$ cat src/sv/adfgx_pkg.sv
// ----------------------------------------------------------------------------
// adfgx_pkg
// types, command codes and letter tables shared by the adfgx decrypt unit
// ----------------------------------------------------------------------------
package adfgx_pkg;

	typedef enum logic [3:0] {
		ST_IDLE,
		ST_READ,
		ST_DIVK,
		ST_RANK_LD,
		ST_RANK_CMP,
		ST_START_LD,
		ST_START_CMP,
		ST_WALK_ADDR,
		ST_WALK_DATA,
		ST_SUM,
		ST_SUM_LAST,
		ST_DIVQ
	} state_t;

	localparam logic [1:0] FUNC_KEY     = 2'd0;
	localparam logic [1:0] FUNC_CIPHER  = 2'd1;
	localparam logic [1:0] FUNC_DECRYPT = 2'd2;
	localparam logic [1:0] FUNC_READ    = 2'd3;

	localparam logic REG_KEY_LENGTH = 1'b0;
	localparam logic REG_PAIR_COUNT = 1'b1;

	localparam logic [2:0] SYM_MAX    = 3'd4;
	localparam logic [4:0] CODE_MAX   = 5'd24;
	localparam logic [4:0] CODE_SKIPJ = 5'd9;
	localparam int         FRAC_BITS  = 11;
	localparam logic [4:0] IOC_SCALE  = 5'd25;

	// {valid, symbol}
	function automatic logic [3:0] symbol_of(input logic [7:0] ch);
		logic [3:0] r;
		case (ch)
			8'h41:   r = 4'b1_000;
			8'h44:   r = 4'b1_001;
			8'h46:   r = 4'b1_010;
			8'h47:   r = 4'b1_011;
			8'h58:   r = 4'b1_100;
			default: r = 4'b0_000;
		endcase
		return r;
	endfunction

	// square order without j
	function automatic logic [7:0] square_letter(input logic [4:0] code);
		logic [7:0] r;
		if (code > CODE_MAX) begin
			r = 8'h41;
		end else if (code < CODE_SKIPJ) begin
			r = 8'h41 + 8'(code);
		end else begin
			r = 8'h42 + 8'(code);
		end
		return r;
	endfunction

endpackage

$ cat src/sv/adfgx_ram.sv
// ----------------------------------------------------------------------------
// adfgx_ram
// simple dual-port ram, one write port, one registered read port
// ----------------------------------------------------------------------------
module adfgx_ram #(
	parameter int WIDTH = 8,
	parameter int DEPTH = 16
) (
	input  logic                     clk,
	input  logic                     we,
	input  logic [$clog2(DEPTH)-1:0] waddr,
	input  logic [WIDTH-1:0]         wdata,
	input  logic [$clog2(DEPTH)-1:0] raddr,
	output logic [WIDTH-1:0]         rdata
);

	logic [WIDTH-1:0] mem_q [DEPTH];

	always_ff @(posedge clk) begin
		if (we) begin
			mem_q[waddr] <= wdata;
		end
		rdata <= mem_q[raddr];
	end

endmodule

$ cat src/sv/adfgx_decrypt_with_coincidence_index_unit.sv
// ----------------------------------------------------------------------------
// adfgx_decrypt_with_coincidence_index_unit
// adfgx key/cipher store, columnar untransposition, polybius mapping and
// index of coincidence over one shared restoring divider and a sequencer
// ----------------------------------------------------------------------------
// key and cipher loads: result strobe in the cycle after the beat, busy stays low
// plaintext read: result registered out of the read state after the beat, busy for one cycle
// decrypt: run time grows with the columns k and the pairs p, and is set
//   by the bit-serial divider, the column ranking loops and the cipher ram port
// one command at a time; results are never stalled
// reset clears control state; key, cipher and plaintext stores are undefined
// ----------------------------------------------------------------------------
module adfgx_decrypt_with_coincidence_index_unit #(
	parameter int MAX_KEY    = 16,
	parameter int MAX_CIPHER = 512
) (
	input  logic        clk,
	input  logic        arst_n,
	input  logic        start,
	output logic        busy,
	input  logic [1:0]  func,
	input  logic [8:0]  index,
	input  logic [7:0]  value,
	input  logic        cfg_we,
	input  logic        cfg_index,
	input  logic [8:0]  cfg_data,
	output logic        done,
	output logic [7:0]  letter,
	output logic [4:0]  plain_code,
	output logic [15:0] coincidence_sum,
	output logic [15:0] ioc_fixed,
	output logic        rejected
);

	localparam int PAIRS = MAX_CIPHER / 2;
	localparam int KW    = $clog2(MAX_KEY);
	localparam int KLW   = $clog2(MAX_KEY + 1);
	localparam int CW    = $clog2(MAX_CIPHER);
	localparam int PW    = $clog2(PAIRS);
	localparam int DW    = 34;
	localparam int RW    = 19;
	localparam int SW    = 18;

	adfgx_pkg::state_t state_q, state_d;

	logic [4:0]  key_length_q;
	logic [8:0]  pair_count_q;
	logic [7:0]  key_q [MAX_KEY];
	logic [KW-1:0] rank_q [MAX_KEY];
	logic [9:0]  start_q [MAX_KEY];
	logic [8:0]  count_q [25];

	logic [KLW-1:0] eff_k;
	logic [8:0]     eff_p;
	logic [KW-1:0]  k_last;
	logic [9:0]     n_sym;

	logic [KW-1:0] a_q, b_q, col_q;
	logic [KW-1:0] r_q, cur_rank_q, extra_q;
	logic [7:0]    cur_key_q;
	logic [9:0]    s_q, base_q, row_q;
	logic [8:0]    i_q;
	logic          h_q;
	logic [2:0]    sym0_q;
	logic          at_ok_q;
	logic [4:0]    sa_q;
	logic [SW-1:0] prod_q, sum_q, den_q;
	logic          pv_q;
	logic          rd_ok_q;

	logic [DW-1:0] div_dvd_q;
	logic [RW-1:0] div_rem_q;
	logic [SW-1:0] div_dvs_q;
	logic [5:0]    div_cnt_q;
	logic [RW-1:0] div_shift, div_rem_n;
	logic [DW-1:0] div_dvd_n;
	logic          div_ge, div_last;

	logic          done_q, rej_q;
	logic [7:0]    letter_q;
	logic [4:0]    code_q;
	logic [15:0]   csum_q, ioc_q;

	logic          accept;
	logic [7:0]    key_rd;
	logic [KW-1:0] rank_rd;
	logic          key_less;
	logic [KW-1:0] r_n;
	logic [9:0]    s_n;
	logic [10:0]   at;
	logic [3:0]    sym_in;
	logic          key_ok, cip_ok, rd_ok;
	logic [2:0]    sym_c;
	logic [4:0]    code_c;
	logic [8:0]    cnt_rd;
	logic [SW-1:0] sum_fin;

	logic          cip_we;
	logic [CW-1:0] cip_waddr, cip_raddr;
	logic [2:0]    cip_rdata;
	logic          pl_we;
	logic [PW-1:0] pl_raddr;
	logic [4:0]    pl_rdata;

	// effective register values
	always_comb begin
		if (key_length_q == 5'd0) begin
			eff_k = KLW'(1);
		end else if (6'(key_length_q) > 6'(MAX_KEY)) begin
			eff_k = KLW'(MAX_KEY);
		end else begin
			eff_k = KLW'(key_length_q);
		end
		if (pair_count_q == 9'd0) begin
			eff_p = 9'd1;
		end else if (13'(pair_count_q) > 13'(PAIRS)) begin
			eff_p = 9'(PAIRS);
		end else begin
			eff_p = pair_count_q;
		end
	end

	assign k_last = KW'(eff_k - KLW'(1));
	assign n_sym  = {eff_p, 1'b0};
	assign accept = start && (state_q == adfgx_pkg::ST_IDLE);

	assign sym_in = adfgx_pkg::symbol_of(value);
	assign key_ok = 13'(index) < 13'(MAX_KEY);
	assign cip_ok = (13'(index) < 13'(MAX_CIPHER)) && sym_in[3];
	assign rd_ok  = (index < eff_p) && (13'(index) < 13'(PAIRS));

	// shared divider step
	assign div_shift = {div_rem_q[RW-2:0], div_dvd_q[DW-1]};
	assign div_ge    = div_shift >= {1'b0, div_dvs_q};
	assign div_rem_n = div_ge ? div_shift - {1'b0, div_dvs_q} : div_shift;
	assign div_dvd_n = {div_dvd_q[DW-2:0], div_ge};
	assign div_last  = div_cnt_q == 6'(DW - 1);

	// ranking and start compare
	assign key_rd   = key_q[(state_q == adfgx_pkg::ST_RANK_LD) ? a_q : b_q];
	assign key_less = (key_rd < cur_key_q) || ((key_rd == cur_key_q) && (b_q < a_q));
	assign r_n      = r_q + KW'(key_less);
	assign rank_rd  = rank_q[(state_q == adfgx_pkg::ST_START_LD) ? a_q : b_q];
	assign s_n      = (rank_rd < cur_rank_q) ? s_q + base_q + 10'(b_q < extra_q) : s_q;

	// cipher walk
	assign at     = 11'(start_q[col_q]) + 11'(row_q);
	assign sym_c  = (at_ok_q && (cip_rdata <= adfgx_pkg::SYM_MAX)) ? cip_rdata : 3'd0;
	assign code_c = 5'(sym0_q) * 5'd5 + 5'(sym_c);

	assign cnt_rd  = count_q[sa_q];
	assign sum_fin = sum_q + prod_q;

	// next state
	always_comb begin
		state_d = state_q;
		case (state_q)
			adfgx_pkg::ST_IDLE: begin
				if (start) begin
					if (func == adfgx_pkg::FUNC_DECRYPT) begin
						state_d = adfgx_pkg::ST_DIVK;
					end else if (func == adfgx_pkg::FUNC_READ) begin
						state_d = adfgx_pkg::ST_READ;
					end
				end
			end
			adfgx_pkg::ST_READ:      state_d = adfgx_pkg::ST_IDLE;
			adfgx_pkg::ST_DIVK: begin
				if (div_last) state_d = adfgx_pkg::ST_RANK_LD;
			end
			adfgx_pkg::ST_RANK_LD:   state_d = adfgx_pkg::ST_RANK_CMP;
			adfgx_pkg::ST_RANK_CMP: begin
				if (b_q == k_last) begin
					state_d = (a_q == k_last) ? adfgx_pkg::ST_START_LD : adfgx_pkg::ST_RANK_LD;
				end
			end
			adfgx_pkg::ST_START_LD:  state_d = adfgx_pkg::ST_START_CMP;
			adfgx_pkg::ST_START_CMP: begin
				if (b_q == k_last) begin
					state_d = (a_q == k_last) ? adfgx_pkg::ST_WALK_ADDR : adfgx_pkg::ST_START_LD;
				end
			end
			adfgx_pkg::ST_WALK_ADDR: state_d = adfgx_pkg::ST_WALK_DATA;
			adfgx_pkg::ST_WALK_DATA: begin
				if (h_q && (i_q == eff_p - 9'd1)) begin
					state_d = adfgx_pkg::ST_SUM;
				end else begin
					state_d = adfgx_pkg::ST_WALK_ADDR;
				end
			end
			adfgx_pkg::ST_SUM: begin
				if (sa_q == adfgx_pkg::CODE_MAX) state_d = adfgx_pkg::ST_SUM_LAST;
			end
			adfgx_pkg::ST_SUM_LAST: begin
				state_d = (den_q == '0) ? adfgx_pkg::ST_IDLE : adfgx_pkg::ST_DIVQ;
			end
			adfgx_pkg::ST_DIVQ: begin
				if (div_last) state_d = adfgx_pkg::ST_IDLE;
			end
			default:                 state_d = adfgx_pkg::ST_IDLE;
		endcase
	end

	// memory controls
	always_comb begin
		busy      = state_q != adfgx_pkg::ST_IDLE;
		cip_we    = accept && (func == adfgx_pkg::FUNC_CIPHER) && cip_ok;
		cip_waddr = CW'(index);
		cip_raddr = CW'(at);
		pl_we     = (state_q == adfgx_pkg::ST_WALK_DATA) && h_q;
		pl_raddr  = PW'(index);
	end

	always_ff @(posedge clk or negedge arst_n) begin
		if (!arst_n) begin
			state_q      <= adfgx_pkg::ST_IDLE;
			done_q       <= 1'b0;
			key_length_q <= 5'd1;
			pair_count_q <= 9'd1;
		end else begin
			state_q <= state_d;
			if (cfg_we) begin
				if (cfg_index == adfgx_pkg::REG_KEY_LENGTH) begin
					key_length_q <= cfg_data[4:0];
				end else begin
					pair_count_q <= cfg_data;
				end
			end
			done_q <= (accept && (func == adfgx_pkg::FUNC_KEY ||
				func == adfgx_pkg::FUNC_CIPHER)) ||
				(state_q == adfgx_pkg::ST_READ) ||
				(state_q == adfgx_pkg::ST_SUM_LAST && den_q == '0) ||
				(state_q == adfgx_pkg::ST_DIVQ && div_last);
		end
	end

	// datapath
	always_ff @(posedge clk) begin
		case (state_q)
			adfgx_pkg::ST_IDLE: begin
				if (accept) begin
					letter_q <= '0;
					code_q   <= '0;
					csum_q   <= '0;
					ioc_q    <= '0;
					case (func)
						adfgx_pkg::FUNC_KEY: begin
							if (key_ok) key_q[KW'(index)] <= value;
							rej_q <= !key_ok;
						end
						adfgx_pkg::FUNC_CIPHER: begin
							rej_q <= !cip_ok;
						end
						adfgx_pkg::FUNC_DECRYPT: begin
							rej_q     <= 1'b0;
							div_dvd_q <= DW'(n_sym);
							div_rem_q <= '0;
							div_dvs_q <= SW'(eff_k);
							div_cnt_q <= '0;
							den_q     <= SW'(eff_p) * SW'(eff_p - 9'd1);
							a_q       <= '0;
							for (int c = 0; c < 25; c++) count_q[c] <= '0;
						end
						adfgx_pkg::FUNC_READ: begin
							rej_q   <= 1'b0;
							rd_ok_q <= rd_ok;
						end
						default: begin
							rej_q <= 1'b0;
						end
					endcase
				end
			end
			adfgx_pkg::ST_READ: begin
				if (rd_ok_q) begin
					code_q   <= (pl_rdata > adfgx_pkg::CODE_MAX) ? 5'd0 : pl_rdata;
					letter_q <= adfgx_pkg::square_letter(pl_rdata);
				end
				rej_q <= !rd_ok_q;
			end
			adfgx_pkg::ST_DIVK: begin
				div_cnt_q <= div_cnt_q + 6'd1;
				div_rem_q <= div_rem_n;
				div_dvd_q <= div_dvd_n;
				if (div_last) begin
					base_q  <= div_dvd_n[9:0];
					extra_q <= KW'(div_rem_n);
				end
			end
			adfgx_pkg::ST_RANK_LD: begin
				cur_key_q <= key_rd;
				b_q       <= '0;
				r_q       <= '0;
			end
			adfgx_pkg::ST_RANK_CMP: begin
				r_q <= r_n;
				b_q <= b_q + KW'(1);
				if (b_q == k_last) begin
					rank_q[a_q] <= r_n;
					a_q         <= (a_q == k_last) ? '0 : a_q + KW'(1);
				end
			end
			adfgx_pkg::ST_START_LD: begin
				cur_rank_q <= rank_rd;
				b_q        <= '0;
				s_q        <= '0;
			end
			adfgx_pkg::ST_START_CMP: begin
				s_q <= s_n;
				b_q <= b_q + KW'(1);
				if (b_q == k_last) begin
					start_q[a_q] <= s_n;
					a_q          <= a_q + KW'(1);
					col_q        <= '0;
					row_q        <= '0;
					i_q          <= '0;
					h_q          <= 1'b0;
				end
			end
			adfgx_pkg::ST_WALK_ADDR: begin
				at_ok_q <= 13'(at) < 13'(MAX_CIPHER);
				if (col_q == k_last) begin
					col_q <= '0;
					row_q <= row_q + 10'd1;
				end else begin
					col_q <= col_q + KW'(1);
				end
			end
			adfgx_pkg::ST_WALK_DATA: begin
				h_q <= !h_q;
				if (!h_q) begin
					sym0_q <= sym_c;
				end else begin
					count_q[code_c] <= count_q[code_c] + 9'd1;
					i_q             <= i_q + 9'd1;
					sa_q            <= '0;
					sum_q           <= '0;
					pv_q            <= 1'b0;
				end
			end
			adfgx_pkg::ST_SUM: begin
				if (pv_q) sum_q <= sum_fin;
				prod_q <= SW'(cnt_rd) * SW'((cnt_rd == 9'd0) ? 9'd0 : cnt_rd - 9'd1);
				pv_q   <= 1'b1;
				sa_q   <= sa_q + 5'd1;
			end
			adfgx_pkg::ST_SUM_LAST: begin
				sum_q     <= sum_fin;
				csum_q    <= sum_fin[15:0];
				ioc_q     <= 16'hFFFF;
				div_dvd_q <= {23'(sum_fin) * 23'(adfgx_pkg::IOC_SCALE),
					11'(0)};
				div_rem_q <= '0;
				div_dvs_q <= den_q;
				div_cnt_q <= '0;
			end
			adfgx_pkg::ST_DIVQ: begin
				div_cnt_q <= div_cnt_q + 6'd1;
				div_rem_q <= div_rem_n;
				div_dvd_q <= div_dvd_n;
				if (div_last) begin
					ioc_q <= (div_dvd_n[DW-1:16] != '0) ? 16'hFFFF : div_dvd_n[15:0];
				end
			end
			default: begin
				pv_q <= 1'b0;
			end
		endcase
	end

	adfgx_ram #(
		.WIDTH(3),
		.DEPTH(MAX_CIPHER)
	) u_cipher_ram (
		.clk  (clk),
		.we   (cip_we),
		.waddr(cip_waddr),
		.wdata(sym_in[2:0]),
		.raddr(cip_raddr),
		.rdata(cip_rdata)
	);

	adfgx_ram #(
		.WIDTH(5),
		.DEPTH(PAIRS)
	) u_plain_ram (
		.clk  (clk),
		.we   (pl_we),
		.waddr(PW'(i_q)),
		.wdata(code_c),
		.raddr(pl_raddr),
		.rdata(pl_rdata)
	);

	assign done            = done_q;
	assign letter          = letter_q;
	assign plain_code      = code_q;
	assign coincidence_sum = csum_q;
	assign ioc_fixed       = ioc_q;
	assign rejected        = rej_q;

	a_walk_order: assert property (@(posedge clk) disable iff (!arst_n)
		state_q == adfgx_pkg::ST_WALK_DATA |-> $past(state_q) == adfgx_pkg::ST_WALK_ADDR)
		else $error("walk data without address beat");

	a_ioc_source: assert property (@(posedge clk) disable iff (!arst_n)
		done_q && ioc_q != 16'd0 |->
		$past(state_q) == adfgx_pkg::ST_DIVQ || $past(state_q) == adfgx_pkg::ST_SUM_LAST)
		else $error("ioc result outside decrypt");

	a_code_range: assert property (@(posedge clk) disable iff (!arst_n)
		done_q |-> code_q <= adfgx_pkg::CODE_MAX)
		else $error("plaintext code out of square");

endmodule

$ cat config.mk
export PLATFORM = sky130hd
export DESIGN_NAME = adfgx_decrypt_with_coincidence_index_unit
export DESIGN_NICKNAME = d
export VERILOG_FILES = /design/src/sv/adfgx_pkg.sv /design/src/sv/adfgx_ram.sv /design/src/sv/adfgx_decrypt_with_coincidence_index_unit.sv
export SDC_FILE = /design/constraint.sdc
export NUM_CORES = 2
export LEC_CHECK = 0
export BUFFER_PORTS_ARGS = -buffer_cell sky130_fd_sc_hd__buf_2
export CAP_MARGIN = 30
export CORE_MARGIN = 2
export CORE_UTILIZATION = 52
export DETAILED_ROUTE_END_ITERATION = 16
export HOLD_SLACK_MARGIN = 0.15
export PLACE_DENSITY = 0.73
export SLEW_MARGIN = 5
export SYNTH_ARGS = -nofsm -noshare
export SYNTH_HDL_FRONTEND = slang
export SYNTH_SLANG_ARGS = --single-unit
$ cat constraint.sdc
create_clock -name clk -period 20.6 [get_ports clk]
set_clock_uncertainty 0.05 [all_clocks]
set_input_delay 3.09 -clock clk [delete_from_list [all_inputs] [get_ports clk]]
set_output_delay 3.09 -clock clk [all_outputs]
set_load 0.005 [all_outputs]
== Yosys cells after proc, flatten, opt, wreduce, memory -nomap -nowiden ==
Memory sizes are Yosys's and may differ from the RTL's. A register that Yosys moved wholly into a read port is not among the register bits.
Cells that the tools add are included.
Storage, ports and cells
  register bits after elaboration: 278
  RAM bits: 3393
  word-level logic and storage cells: 293
  memories: 6
Operators by class
  $add $sub $neg: 21
  $mul: 4
  $lt $le $gt $ge: 14
  equal/unequal tests: 39
  multiplexer cells: 106
  bitwise logic cells: 3
  reductions and logical operators: 67
Memories
  u_cipher_ram.mem_q: depth 512, bits a word 3, read ports 1, clocked after memory_dff 1, write ports 1, RTL line adfgx_ram.sv:17  | logic [WIDTH-1:0] mem_q [DEPTH];
  u_plain_ram.mem_q: depth 256, bits a word 5, read ports 1, clocked after memory_dff 1, write ports 1, RTL line adfgx_ram.sv:17
  count_q: depth 25, bits a word 9, read ports 2, clocked after memory_dff 1, write ports 25, RTL line adfgx_decrypt_with_coincidence_index_unit.sv:51  | logic [8:0] count_q [25];
  start_q: depth 16, bits a word 10, read ports 1, clocked after memory_dff 1, write ports 1, RTL line adfgx_decrypt_with_coincidence_index_unit.sv:50  | logic [9:0] start_q [MAX_KEY];
  key_q: depth 16, bits a word 8, read ports 1, clocked after memory_dff 0, write ports 1, RTL line adfgx_decrypt_with_coincidence_index_unit.sv:48  | logic [7:0] key_q [MAX_KEY];
  rank_q: depth 16, bits a word 4, read ports 1, clocked after memory_dff 0, write ports 1, RTL line adfgx_decrypt_with_coincidence_index_unit.sv:49  | logic [KW-1:0] rank_q [MAX_KEY];
Operators with widths (number)
  18-bit 2-to-1 mux: 8
  18-bit case mux with 3 select lines: 2
  34-bit case mux with 3 select lines: 1
  4-bit 2-to-1 mux: 20
  34-bit 2-to-1 mux: 2
  16-bit 2-to-1 mux: 3
  16-bit case mux with 3 select lines: 1
  9-bit 2-to-1 mux: 5
  4-bit case mux with 11 select lines: 1
  8-bit by 7-bit equality test with 1-bit output, second input constant: 5
  5-bit 2-to-1 mux: 8
  10-bit case mux with 2 select lines: 2
  18-bit case mux with 2 select lines: 1
  8-bit 2-to-1 mux: 4
  16-bit case mux with 2 select lines: 1
  10-bit 2-to-1 mux: 3
  3-bit AND reduction: 9
  1-bit 2-to-1 mux: 25
  4-bit case mux with 2 select lines: 3
  18-bit by 5-bit multiplier with 23-bit output, second input constant: 1
  2-bit inequality test, second input constant: 11
  4-bit case mux with 5 select lines: 1
  5-bit case mux with 2 select lines: 2
  2-bit AND reduction: 10
  70 further kinds: 125

== Logic depth before layout (Yosys ltp) ==
  depth after elaboration: 8
  mapped depth: 32
  mapped depth without buffers: 29

== Modules after synthesis ==
From an unflattened synthesis, not the netlist that was laid out.
Second synthesis, totals
  cell total of the unflattened synthesis: 9794
  area, all modules: 164232.5 um2
Modules (own cells, without submodules)
  adfgx_ram at u_cipher_ram: instances 1, cells an instance 3446, area each 62271.0 um2, seq. area each 46184.3 um2
  adfgx_decrypt_with_coincidence_index_unit: instances 1, cells an instance 3851, area each 51677.1 um2, seq. area each 27594.0 um2
  adfgx_ram at u_plain_ram: instances 1, cells an instance 2497, area each 50284.5 um2, seq. area each 38537.0 um2

== Worst setup path after synthesis ==
OpenSTA, ideal clock, no wires.
  kind: input port to flip-flop
  start point: input port value[5]
  end point: memory u_cipher_ram.mem_q[0][2] (data pin)
  library setup time: 4214 ps
  data arrival time: 23839 ps
  required time: 16336 ps
  setup slack: -7503 ps
  stages: 2
  cell sequence: nor3b_1 -> nor3b_1
Between the ends
  word-level cells in the longest chain between the ends: 2
  elaborated cells between the ends (all ways): 6
  classes of those cells: eq/ne: 5; mux: 1
Ends and longest elaborated chain
  start, declared: RTL line adfgx_decrypt_with_coincidence_index_unit.sv:23  | input logic [7:0] value,
  8-bit by 7-bit equality test with 1-bit output: RTL line adfgx_pkg.sv:39  | case (ch)
  4-bit case mux with 5 select lines *: RTL line adfgx_pkg.sv:39
  via sym_in[2]: RTL line adfgx_decrypt_with_coincidence_index_unit.sv:91  | logic [3:0] sym_in;
  end, declared: RTL line adfgx_ram.sv:17
The timed path passes the listed nets; every way through them passes the cells marked *.

==> impl_results.md <==
- Status: finished, final reports clean
- Tot GR Track Use: 0.243
- Crit path top cell by count: inv_1
- Vias in the first global route: roughly 88000
- Mapped cell area: 0.163 sq mm
- Yosys warns: 0
- Gr ovfl total: 0
- PnR worst setup slack: roughly 12 ns
- Starting DRT DRC Count: between 10000 and 15000
- Nets: ~9800
- Sequential share of the synthesized area: 0.691
- Clock input transition at the sequential cells of the worst setup and hold paths: around 0.06 ns
- Final hold violation count: 0
- Fraction of layout cells with a size suffix above 1: 0.215
- Pins Over Slew Limit: 0
- Register area: 0.112 sq mm
- CP max stage delay: approximately 0.84 ns
- Cell variety after synth: 90
- Sequential share of power: 0.413
- Sw frac: 0.308
- # Post-CTS Setup Buffers: 0
- Max IR drop VDD: around 0.33 mV
- #FFs+latches synth: ~3700
- IO Port Bufs: just under 80
- CTS Hold Bufs: 0
- Longest Clk Path Bufs: 4
- Post-Route WL: 386000 um
- Initial core utilization: 0.522
- GP Congestion: 0.866
- Minimum clock period: around 8.9 ns
- Largest net degree at the start of global routing: ~230
- Post-synth EDFFs: approximately 3700
- Multi-input logic area: 0.0471 sq mm
- # setup viols final: 0
- Area Overhead vs Synth: 11.1%
- Cell Pwr Density: about 120 mW/mm^2
- Hold Crit Class: register to register
- Pleak: approximately 56 nW
- Die Y: ~560 um
- Startpoint Class: register
- Synth top area share: 0.686
- Dominant cells by area after synthesis: edfxtp_1 (69%), mux4_2 (15%), nor2_1 (3.0%)
- Clock power share: 0.305
- Rows: between 200 and 250
- First-pass GRT wire length: 576000 um
- Max Cap Violations: 0
- Clock latency on the worst-skew pair: ~0.97 ns
- Crit-path max FO: between 40 and 50
- Post-route DRC: 0
- Wire per inst: approximately 28 um
- Switching pwr: approximately 7 mW
- Root Driver: clkbuf_16
- Post-Syn Instances: 9150
- CP max-delay cell: buf_4
- Slew @ Worst Pin: between 1 and 1.5 ns
- Crit Path Category: register to register
- Yosys top cell by area: edfxtp_1
- CTS sink cnt: approximately 3700
- CP required: roughly 21 ns
- Dpl ws: roughly 12 ns
- Initial antenna violation count: 15
- Vias per cell: 6.27
- Fmax: between 100 and 150 MHz
- Syn Area/Cell: roughly 18 sq um
- Pre-antenna DRT Iters: 6
- Final period util: 0.431
- CP arrival: about 9.5 ns
- ANT nets after route: 0
- Asr flop ratio synth: 0.00507
- Setup TNS: 0 ns
- # IOs: around 80
- Hold WS: about 0.50 ns
- Slew headroom: 0.100
- CTS H-tree depth: 5
- CORE AREA: a little over 0.3 sq mm
- CTS resizes: 0
- Internal power: 15.4 mW
- DP Wirelength: ~240000 um
- Via count: around 86000
- Setup crit end kind: register
- Filler instances: roughly 22000
- CTS tree: yes
- Dominant synthesized flop cell: edfxtp_1
- RSZ-0062 raised after global routing: no
- Die area: between 0.3 and 0.4 sq mm
- CTS buffer count: between 300 and 400
- Die width: around 560 um
- Logic gate share of total power: 0.282
## flip-flops by register name, indices dropped and copies added (netlist names), 17 cells and up, named ones only
signal              flops
u_cipher_ram.mem_q   1536
u_plain_ram.mem_q    1280
count_q               288
start_q               160
key_q                 128
rank_q                 64
div_dvd_q              34
div_dvs_q              18
div_rem_q              18
prod_q                 18
sum_q                  18
den_q                  17
## worst max-delay path, delay by kind of cell (launching register included)
family                     cells  cell delay (ns)
AOI/OAI and AO/OA              8             1.76
xor gates and xnor gates       1             0.16
adders and majority gates      6             2.34
buffers and inverters          6             1.29
DFF                            1             0.75
muxes                          3             1.55
and+or+nand+nor                4             0.63
## cells in the final DEF (no fill, tap or decap), types with 31 or more instances in the layout
cell type / n
xnor2_1: 100
nor3_1: 57
inv_1: 334
edfxtp_1: 3713
clkbuf_1: 76
o21ai_0: 80
nand3_1: 108
a21oi_1: 92
ha_1: 257
clkbuf_16: 380
nor2_1: 1312
mux2i_1: 93
and3_1: 51
xor2_1: 44
nand2b_1: 48
a211oi_1: 39
nor2b_1: 51
buf_2: 75
bufinv_16: 33
clkinv_1: 61
a31oi_1: 31
a21o_1: 35
nand2_1: 480
fa_1: 146
mux4_2: 1105
buf_4: 161
clkinv_2: 68
## routing by layer
metal,routed length (um),global-route usage,vias up
met2,191000,0.398,4387
met5,52,0,-
met4,11900,0.0766,8
met3,34800,0.0442,645
met1,149000,0.333,45200
li1,-,-,36100
## cell families after synthesis
| group | Yosys count | synth area share |
|---|---|---|
| flip-flops | 3749 | 0.691 |
| AND/OR/NAND/NOR | 2268 | 0.0585 |
| multiplexers | 1239 | 0.162 |
| buffers and inverters | 855 | 0.0223 |
| AO/OA/AOI/OAI | 473 | 0.0200 |
| adder cells (fa/ha/maj) | 407 | 0.0381 |
| XOR/XNOR | 157 | 0.00864 |
| other | 2 | 0.0000462 |
## worst paths after layout
kind                            depth (start not counted)         endpoint             from  slack, ns
max in group asynchronous                               1  pair_count_q[0]           arst_n      18.04
worst min register to register                          1  pair_count_q[6]  pair_count_q[6]       0.50
worst max-delay path                                   28       prod_q[16]         register      11.72
worst min-delay path                                    1  pair_count_q[6]  pair_count_q[6]       0.50
worst max register to register                         28       prod_q[16]         register      11.72
min in group asynchronous                               1             done           arst_n       2.11
## area by class of cell
| class | count | share of cell area |
|---|---|---|
| clock inverter | 214 | 0.0128 |
| tap | 4140 | 0.0287 |
| multi-input combinational | 4571 | 0.261 |
| sequential | 3749 | 0.622 |
| timing repair buffer | 279 | 0.0133 |
| clock buffer | 467 | 0.0551 |
| antenna | 10 | 0.000139 |
| inverter | 340 | 0.00716 |
## synth_stat cells, drive strengths merged (85+ instances only)
cell type / number
mux4: 1105
edfxtp: 3713
inv: 336
xnor2: 108
mux2i: 100
clkbuf: 317
o21ai: 85
a21oi: 97
ha: 260
nand3: 114
nor2: 1316
buf: 198
fa: 147
nand2: 496
## through the flow
step | power, mW | std cells | util | cell area (sq um)
final | 22.3 | 13800 | 0.580 | 181000
after floorplan | 13.9 | 9175 | - | 163000
after global routing | 23.4 | 13800 | 0.580 | 181000
after detailed placement | 15.6 | 13100 | 0.539 | 168000
after global placement | 15.4 | 13000 | 0.538 | 168000
after CTS | 22.4 | 13700 | 0.579 | 180000
## power groups by stage
stage	registers (mW)	clock network, mW	logic (mW)
floorplan	9.34	0	4.52
global placement	9.36	0	6.09
detailed placement	9.36	0	6.23
CTS	9.20	6.88	6.29
global route	9.22	7.17	6.98
finish	9.21	6.81	6.30
Power figures use the tool's default switching activity.
